[src/b2bcd_pkg.sv]
package b2bcd_pkg;

	localparam int unsigned VALUE_W        = 32;
	localparam int unsigned DIGIT_W        = 4;
	localparam int unsigned INDEX_W        = 3;
	localparam int unsigned COUNT_W        = 4;
	localparam int unsigned MAX_DIGITS_DEF = 8;

	localparam logic [COUNT_W-1:0] COUNT_RESET = 4'd3;

	// floor(x / 10) == (x * RECIP_TEN) >> RECIP_SHIFT for every 32-bit x
	localparam logic [VALUE_W-1:0] RECIP_TEN   = 32'hCCCC_CCCD;
	localparam int unsigned        RECIP_SHIFT = 35;

	typedef logic [VALUE_W-1:0] value_t;
	typedef logic [DIGIT_W-1:0] digit_t;
	typedef logic [COUNT_W-1:0] count_t;

endpackage

[src/b2bcd_digit_if.sv]
interface b2bcd_digit_if;
	import b2bcd_pkg::*;

	logic               valid;
	logic               ready;
	digit_t             bcd_digit;
	logic [INDEX_W-1:0] display_index;
	logic               last_digit;

	modport source (output valid, output bcd_digit, output display_index, output last_digit,
		input ready);
	modport sink (input valid, input bcd_digit, input display_index, input last_digit,
		output ready);
endinterface

[src/b2bcd_serializer.sv]
module b2bcd_serializer #(
	parameter int unsigned MAX_DIGITS = b2bcd_pkg::MAX_DIGITS_DEF
) (
	input  logic                                        clk,
	input  logic                                        arst_n,
	input  b2bcd_pkg::count_t                           count,
	input  logic                                        tail_valid,
	input  logic [MAX_DIGITS-1:0][b2bcd_pkg::DIGIT_W-1:0] tail_digits,
	output logic                                        take,
	b2bcd_digit_if.source                               digits
);
	import b2bcd_pkg::*;

	localparam int unsigned IDX_W = (MAX_DIGITS > 1) ? $clog2(MAX_DIGITS) : 1;

	logic                               busy_q;
	count_t                             idx_q;
	logic [MAX_DIGITS-1:0][DIGIT_W-1:0] buf_q;
	logic                               last;
	count_t                             idx_next;

	assign idx_next = idx_q + count_t'(1);
	assign last     = (idx_next == count);
	assign take     = tail_valid && (!busy_q || (digits.ready && last));

	always_ff @(posedge clk or negedge arst_n) begin
		if (!arst_n) begin
			busy_q <= 1'b0;
			idx_q  <= '0;
		end else if (take) begin
			// a zero digit count swallows the value
			busy_q <= (count != '0);
			idx_q  <= '0;
		end else if (busy_q && digits.ready) begin
			if (last) begin
				busy_q <= 1'b0;
			end else begin
				idx_q <= idx_next;
			end
		end
	end

	always_ff @(posedge clk) begin
		if (take) begin
			buf_q <= tail_digits;
		end
	end

	assign digits.valid         = busy_q;
	assign digits.bcd_digit     = buf_q[idx_q[IDX_W-1:0]];
	assign digits.display_index = idx_q[INDEX_W-1:0];
	assign digits.last_digit    = last;

endmodule

[src/flat_wrapper.sv]
// flat-port wrapper written by rule: the top's interface ports become plain ports
module b2bcd_serializer_flat import b2bcd_pkg::*;
#(
	parameter int unsigned MAX_DIGITS = b2bcd_pkg::MAX_DIGITS_DEF
)
  (clk, arst_n, count, tail_valid, tail_digits, take, digits_valid, digits_bcd_digit, digits_display_index, digits_last_digit, digits_ready);
  b2bcd_digit_if digits_i ();
  input  logic clk;
  input  logic arst_n;
  input  b2bcd_pkg::count_t count;
  input  logic tail_valid;
  input  logic [MAX_DIGITS-1:0][b2bcd_pkg::DIGIT_W-1:0] tail_digits;
  output logic take;
  output wire logic [$bits(digits_i.valid)-1:0] digits_valid;
  output wire logic [$bits(digits_i.bcd_digit)-1:0] digits_bcd_digit;
  output wire logic [$bits(digits_i.display_index)-1:0] digits_display_index;
  output wire logic [$bits(digits_i.last_digit)-1:0] digits_last_digit;
  input wire logic [$bits(digits_i.ready)-1:0] digits_ready;
  assign digits_valid = digits_i.valid;
  assign digits_bcd_digit = digits_i.bcd_digit;
  assign digits_display_index = digits_i.display_index;
  assign digits_last_digit = digits_i.last_digit;
  assign digits_i.ready = digits_ready;
  b2bcd_serializer #(.MAX_DIGITS(MAX_DIGITS)) u_core (.clk(clk), .arst_n(arst_n), .count(count), .tail_valid(tail_valid), .tail_digits(tail_digits), .take(take), .digits(digits_i));
endmodule
[config.mk]
export PLATFORM = sky130hd
export DESIGN_NAME = b2bcd_serializer_flat
export DESIGN_NICKNAME = d
export VERILOG_FILES = /design/src/b2bcd_pkg.sv /design/src/b2bcd_digit_if.sv /design/src/b2bcd_serializer.sv /design/src/flat_wrapper.sv
export SDC_FILE = /design/constraint.sdc
export NUM_CORES = 1
export LEC_CHECK = 0
export BUFFER_PORTS_ARGS = -buffer_cell sky130_fd_sc_hd__buf_2
export CAP_MARGIN = 40
export CORE_MARGIN = 5
export CORE_UTILIZATION = 35
export CTS_BUF_LIST = sky130_fd_sc_hd__clkbuf_4
export CTS_CLUSTER_DIAMETER = 50
export DETAILED_ROUTE_END_ITERATION = 8
export HOLD_SLACK_MARGIN = 0.03
export PLACE_DENSITY = 0.57
export SYNTH_ARGS = -nofsm -noshare
export SYNTH_HDL_FRONTEND = slang
export SYNTH_SLANG_ARGS = --single-unit
[constraint.sdc]
create_clock -name clk -period 2.75 [get_ports clk]
set_input_delay 0.55 -clock clk [delete_from_list [all_inputs] [get_ports clk]]
set_output_delay 0.55 -clock clk [all_outputs]
set_load 0.03 [all_outputs]
Yosys cells after proc, flatten, opt, wreduce, memory -nomap -nowiden:

Index checks and enable logic that the tools add are counted.

* eq/ne operators: 2
* muxes and demuxes: 8
* reductions and logical operators: 10
* $add $sub $neg: 1
* order comparisons: 1

Operators by type and width (count)
* $mux 4: 4
* $bmux 4 s3: 1
* $add 4x1->4 const B: 1
* $eq 4x4->1: 1
* $lt 3x4->1 const B: 1
* $reduce_and 2->1: 2
* $reduce_bool 2->1: 2
* $reduce_bool 4->1: 1
* $logic_and 1x1->1: 3
* $mux 1: 3
* $ne 2x2->1 const B: 1
* $logic_not 1->1: 1
* $logic_or 1x1->1: 1

* bits in registers: 37
* bits of input ports: 40
* logic and storage cells: 32
* output and inout bits: 10

Longest topological paths before layout:

Gate-level depths: netlist of the first run.

* depth in word-level cells: 7
* gate-level depth with buffers: 6
* mapped depth without buffers: 5

Worst setup path before layout of the first run:

Ideal clock, no wire load.

* kind: reg2out
* start: reg u_core.idx_q[1]
* end: out take
* buffers on the path: 0
* path slack: -186 ps
* required time: 2200 ps
* stages on the path, launching flop included: 6
* arrival time: 2386 ps
* path through: dfrtp_1 ha_1 xnor2_1 nand3_1 o31ai_1 and2_1

* word-level cells in the longest chain between the ends: 5

RTL lines
* start, declared: RTL line b2bcd_serializer.sv:17 `count_t idx_q;`
* start signal, assigned: RTL line b2bcd_serializer.sv:38 `idx_q <= idx_next;`
* $add 4x1->4: RTL line b2bcd_serializer.sv:22 `assign idx_next = idx_q + count_t'(1);`
* $eq 4x4->1: RTL line b2bcd_serializer.sv:23 `assign last = (idx_next == count);`
* $logic_and 1x1->1: RTL line b2bcd_serializer.sv:24 `assign take = tail_valid && (!busy_q || (digits.ready && last));`
* $logic_or 1x1->1: RTL line b2bcd_serializer.sv:24
* $logic_and 1x1->1: RTL line b2bcd_serializer.sv:24
* end, declared: RTL line flat_wrapper.sv:13 `output logic take;`

No other way between the ends.

Final worst setup path of the first run:

* start: reg u_core.idx_q[0]
* end: out take

The elaborated chain is that of the path after synthesis.

==> results.txt, run 1 <==
Synth warnings: 0
Final hold slack: 0.382 ns
Hold Fails Final Rpt: 0
Tmin final: 2.61 ns
Slew @ Worst Pin: 0.391 ns
H-tree depth: 2
Commonest non-fill, non-tap cell in the layout: buf_2
Dpl hpwl: 2390 um
Core area: 4660 um2
Setup TNS: 0 ns
Net switching power: 775 uW
Remaining antenna violation count: 0
Inst Count DP: 205
# rows: 25
Maximum number of pins on one net before global-route repair: 33
Part of the power in combinational logic: 48.6%
Sink Count: 37
Final RePlAce weighted congestion: 0.823
Die width: 78.9 um
Hold path depth: 1
R2r startpoint: u_core.idx_q[0]
Startpoint types: flop
Pre-antenna DRT Iters: 4
Drt wl/cell: 15.5 um
Largest stage delay, worst path: 0.40 ns
# setup viols final: 0
CP Data Required Time: 2.20 ns
Mapped cell area: 1660 um2
Filler Cells Inserted: 438
Commonest cells after routing, fill and taps aside: 48 x buf_2, 32 x edfxtp_1, 8 x mux4_2
Worst-path cell chain: ha_1 -> xnor2_1 -> nand3_1 -> o31ai_2 -> and2_2 -> clkbuf_4
Max VDD drop: 0.540 mV
Yosys top cell area share: 57.8%
Vias: 1083
Async SR Flop Fraction: 13.5%
Hold WC Path Type: input port to flop
CP top delay family: flip-flops
Initial antenna violation count: 0
Power Dens Cells: 980 nW/um2
Max-slew headroom: 73.9%
Ranking of synthesized cells by area: edfxtp_1 58%, mux4_2 11%, dfrtp_1 7.5%
Fin nets: 200
CTS tree: done
ANT cells: 0
Max-slew violations: 0
Worst reg2reg path endpoint: u_core.buf_q[20]
Reg2Reg Setup Slack: 0.50 ns
Sw frac: 38.6%
Clk Latency, worst-skew pair: 0.33 ns
Die H: 78.9 um
Starting Density: 35.7%
Max-cap violations: 0
GRT Total Usage: 11.2%
Finished Layout Cells: 214
Critical Path Fanout Max: 2
CTS root buf: clkbuf_4
Fmax: 383 MHz
Cells after synthesis: 104
I/O Pins: 50
Syn Nets: 145
Post-synth top area cell: edfxtp_1
Outcome: completed
Clock Path Buffers: 2
Share of post-route cells with drive strength above 1: 46.9%
Number of flops mapped to enable cells by yosys: 32
Die area: 6230 um2
Worst Clk Skew: 0.00765 ns
Sequential share of the synthesized area: 65.3%
Part of the power in registers: 37.9%
Clock-pin slew on the worst setup and hold paths: 0.11 ns
I/O Buffers: 49
Tot Pwr: 2.01 mW
Yosys reg bits: 37
Worst path arrival time: 2.06 ns
Worst Setup SP: u_core.idx_q[0]
Pint: 1.23 mW
GR Overflow Total: 0
DRT iter0 DRCs: 81
Hold path endpoint: u_core.buf_q[2]
Area Growth Syn to Fin: 23.1%
Final worst-path cycle share: 95.0%
CP max stage cell: dfrtp_1
Clock power frac: 13.5%
Critical path type: flop to output pin
Leakage power: 0.797 nW
Synthesized area per cell: 16.0 um2
Worst Hold Launch: tail_digits[2]
Crit path buffers/inverters: 1
Final Util: 43.9%
Drt total wl: 3320 um
DRC: 0
Vias in the first global route: 1130
Global-route wire length before repair: 5260 um
CP Capture Type: output pin
R2r worst-path depth: 6
Num CTS Buffers: 5
Synth Flop Type: edfxtp_1
Synth unique cells: 28
Routed vias/inst: 5.06
how the worst max path moves through the flow:
| stage | end | slack, ns | cells past startpoint |
|---|---|---|---|
| 3_5_place_dp | take | 0.48 | 6 |
| 6_report | take | 0.14 | 6 |
| 2_1_floorplan | take | 0.22 | 5 |
| 4_1_cts | take | 0.09 | 6 |
| 5_1_grt | take | -0.01 | 6 |
| 3_3_place_gp | take | 0.51 | 6 |
kinds of logic after synthesis:
| logic type | synth area share [%] |
|---|---|
| flops | 65.3 |
| mux | 14.1 |
| buf+inv | 4.14 |
| compound gates | 6.09 |
| simple gates | 5.57 |
| fa+ha+maj | 0.752 |
| xor+xnor | 3.99 |
Yosys cell counts, types with 2 or more instances:
cell	count
nand4_1	2
nand2_1	6
mux4_2	8
inv_1	6
xnor2_1	3
o21ai_0	4
o211ai_1	3
edfxtp_1	32
clkbuf_1	3
dfrtp_1	5
mux2_2	4
nor2_1	4
nand3_1	2
buf_4	4
xor2_1	2
nor3_1	2
o2111ai_1	3
registers in the layout, summed over array words and instances, names as in the netlist:
register,cells
u_core.digits.valid,1
u_core.idx_q,4
u_core.buf_q,32
metal layers:
metal / vias to the layer above / GRT usage [%] / share of wire (%)
met1: 514 / 14.8 / 43
li1: 515 / - / -
met5: - / 0 / 0
met3: 2 / 4.99 / 9.6
met4: 0 / 3.61 / 0.42
met2: 52 / 16.7 / 47
per-stage QoR:
step | worst slack (ns) | instance area [um2]
global placement | 0.513 | 1980
global route | -0.0131 | 2050
floorplan | 0.219 | 1660
detailed placement | 0.481 | 1980
CTS | 0.0927 | 2040
finish | 0.137 | 2050
power groups by stage:
stage                     registers (mW)  clock network (mW)  logic, mW
after global routing               0.771               0.313       1.05
after global placement             0.769                   0      0.959
after detailed placement           0.774                   0      0.973
after floorplan                    0.771                   0      0.725
final                              0.760               0.271      0.974
after CTS                          0.760               0.286      0.978
layout make-up:
class	count	area, um2	area share (%)
multi-input combinational	53	514	25.1
timing repair buffer	56	303	14.8
tap	54	67.6	3.30
sequential	37	1090	53.1
clock buffer	5	37.5	1.83
inverter	6	22.5	1.10
clock inverter	3	16.3	0.795
timing repair:
action | 4_1_cts | 5_1_grt
endpoints found under the setup margin | 0 | 1
hold buffers | 1 | 0
gates resized for setup | 0 | 2
buffers inserted | 0 | 0
endpoints found under the hold margin | 5 | 0
(Power assumes the default switching activity.)
==> inputs of run 2 (changes only) <==
Settings changed: CELL_PAD_IN_SITES_DETAIL_PLACEMENT set to 0, CELL_PAD_IN_SITES_GLOBAL_PLACEMENT set to 1, PLACE_DENSITY 0.57 to 0.68.
==> run 2 against run 1 <==
  * Sequential power is essentially flat
  * Flip-flop and latch count is the same
  * Maximum frequency is essentially flat
  * Register-to-register slack gained 0.14 ns
  * Critical path depth is the same
  * Cell area grew 0.12%
  * Final cell count grew 0.47%
  * Setup slack gained 0.0013 ns
  * Routed wire length grew 3.2%
==> results.txt, run 2 (same netlist as run 1, synthesis figures left out) <==
Num CTS Buffers: 5
Net switching power: 770 uW
H-tree depth: 2
I/O Pins: 50
Top reg by flops: u_core.buf_q
Final worst-path cycle share: 95.0%
Part of the power in registers: 37.8%
CP Data Required Time: 2.20 ns
# rows: 25
GR Overflow Total: 0
Placed Area: 1980 um2
Hold path depth: 1
CP Capture Type: output pin
# setup viols final: 0
CTS root buf: clkbuf_4
Max-slew headroom: 75.5%
DRC: 0
Area Growth Syn to Fin: 23.3%
RSZ-0062 raised after global routing: false
Power Dens Cells: 983 nW/um2
Post-CTS Setup Bufs: 0
Worst Clk Skew: 0.00628 ns
Die area: 6230 um2
Max FFs per register: 32
Final instance area: 2050 um2
Worst Setup SP: u_core.idx_q[0]
Startpoint types: flop
Setup TNS: 0 ns
CTS tree: done
Share of post-route cells with drive strength above 1: 47.8%
Vias: 1081
Hold Fails Final Rpt: 0
Tmin final: 2.61 ns
Worst setup endpoint: take
Pre-antenna DRT Iters: 4
Drt wl/cell: 15.9 um
Critical Path Fanout Max: 4
GRT Total Usage: 11.5%
Clk Latency, worst-skew pair: 0.33 ns
Max-slew violations: 0
Sink Count: 37
Clock Path Buffers: 2
Pint: 1.24 mW
Starting Density: 35.7%
Maximum number of pins on one net before global-route repair: 21
I/O Buffers: 49
Critical path type: flop to output pin
Part of the power in combinational logic: 48.6%
Final hold slack: 0.388 ns
R2r startpoint: u_core.idx_q[0]
Reg2Reg Setup Slack: 0.64 ns
Global-route wire length before repair: 5380 um
Outcome: completed
Final RePlAce weighted congestion: 0.899
Hold WC Path Type: input port to flop
Worst reg2reg path endpoint: u_core.buf_q[27]
Clock power frac: 13.6%
Die width: 78.9 um
Remaining antenna violation count: 0
Core area: 4660 um2
DRT iter0 DRCs: 43
Vias in the first global route: 1193
Leakage power: 0.807 nW
Dpl hpwl: 2590 um
Drt total wl: 3420 um
Die H: 78.9 um
Slew @ Worst Pin: 0.367 ns
ANT cells: 0
Max-cap violations: 0
R2r worst-path depth: 6
Max VDD drop: 0.409 mV
Clock-pin slew on the worst setup and hold paths: 0.11 ns
Fin nets: 201
Fmax: 383 MHz
Initial antenna violation count: 0
Routed vias/inst: 5.03
Commonest non-fill, non-tap cell in the layout: buf_2
Worst path arrival time: 2.06 ns
Commonest cells after routing, fill and taps aside: 49 x buf_2, 32 x edfxtp_1, 8 x mux4_2
Sw frac: 38.3%
-- run 2: layout make-up --
type                            instances  area (um2)
Multi-Input combinational cell         53         510
Fill cell                             423        2610
Clock buffer                            6        45.0
Timing Repair Buffer                   57         308
Tap cell                               54        67.6
Sequential cell                        37        1090
Clock inverter                          2        10.0
Inverter                                6        22.5
-- run 2: critical path, cell delays in order, from the launching register on --
cell	delay, ns
dfrtp_1	0.39
ha_1	0.26
xnor3_1	0.29
nand3_1	0.08
o31ai_1	0.27
and2_4	0.23
buf_2	0.20
-- run 2: through the flow --
stage               setup WS (ns)  power (mW)  utilization (%)  std cells
floorplan                   0.219        1.50                -        104
global placement            0.457        1.73             42.6        206
detailed placement          0.486        1.76             42.6        206
CTS                         0.103        2.04             43.9        215
global route             0.000125        2.14             44.0        215
finish                      0.139        2.01             44.0        215
-- run 2: worst min-delay path by stage --
| stage | startpoint | endpoint | slack (ns) |
|---|---|---|---|
| 4_1_cts | tail_digits[18] | u_core.buf_q[18] | 0.37 |
| 6_report | tail_digits[3] | u_core.buf_q[3] | 0.39 |
| 3_3_place_gp | arst_n | u_core.idx_q[1] | 0.37 |
| 3_5_place_dp | arst_n | u_core.idx_q[0] | 0.38 |
| 2_1_floorplan | arst_n | u_core.digits.valid | 0.25 |
| 5_1_grt | tail_digits[10] | u_core.buf_q[10] | 0.35 |
-- run 2: power groups by stage --
stage,registers (mW),clock network [mW],logic (mW)
after detailed placement,0.775,0,0.986
after global routing,0.770,0.313,1.06
after global placement,0.770,0,0.964
final,0.761,0.274,0.979
after floorplan,0.771,0,0.725
after CTS,0.761,0.285,0.991
-- run 2: repair_timing --
item / CTS / global route
hold buffers: 1 / 0
resized for setup: 0 / 1
setup endpoints to repair: 0 / 1
hold endpoints to repair: 5 / 0
-- run 2: per-layer routing --
layer | GRT usage [%] | vias up | routed length, um
met5 | 0 | - | 0
met2 | 18.3 | 43 | 1580
met1 | 13.2 | 514 | 1470
li1 | - | 516 | -
met4 | 5.50 | 0 | 61
met3 | 5.10 | 8 | 312
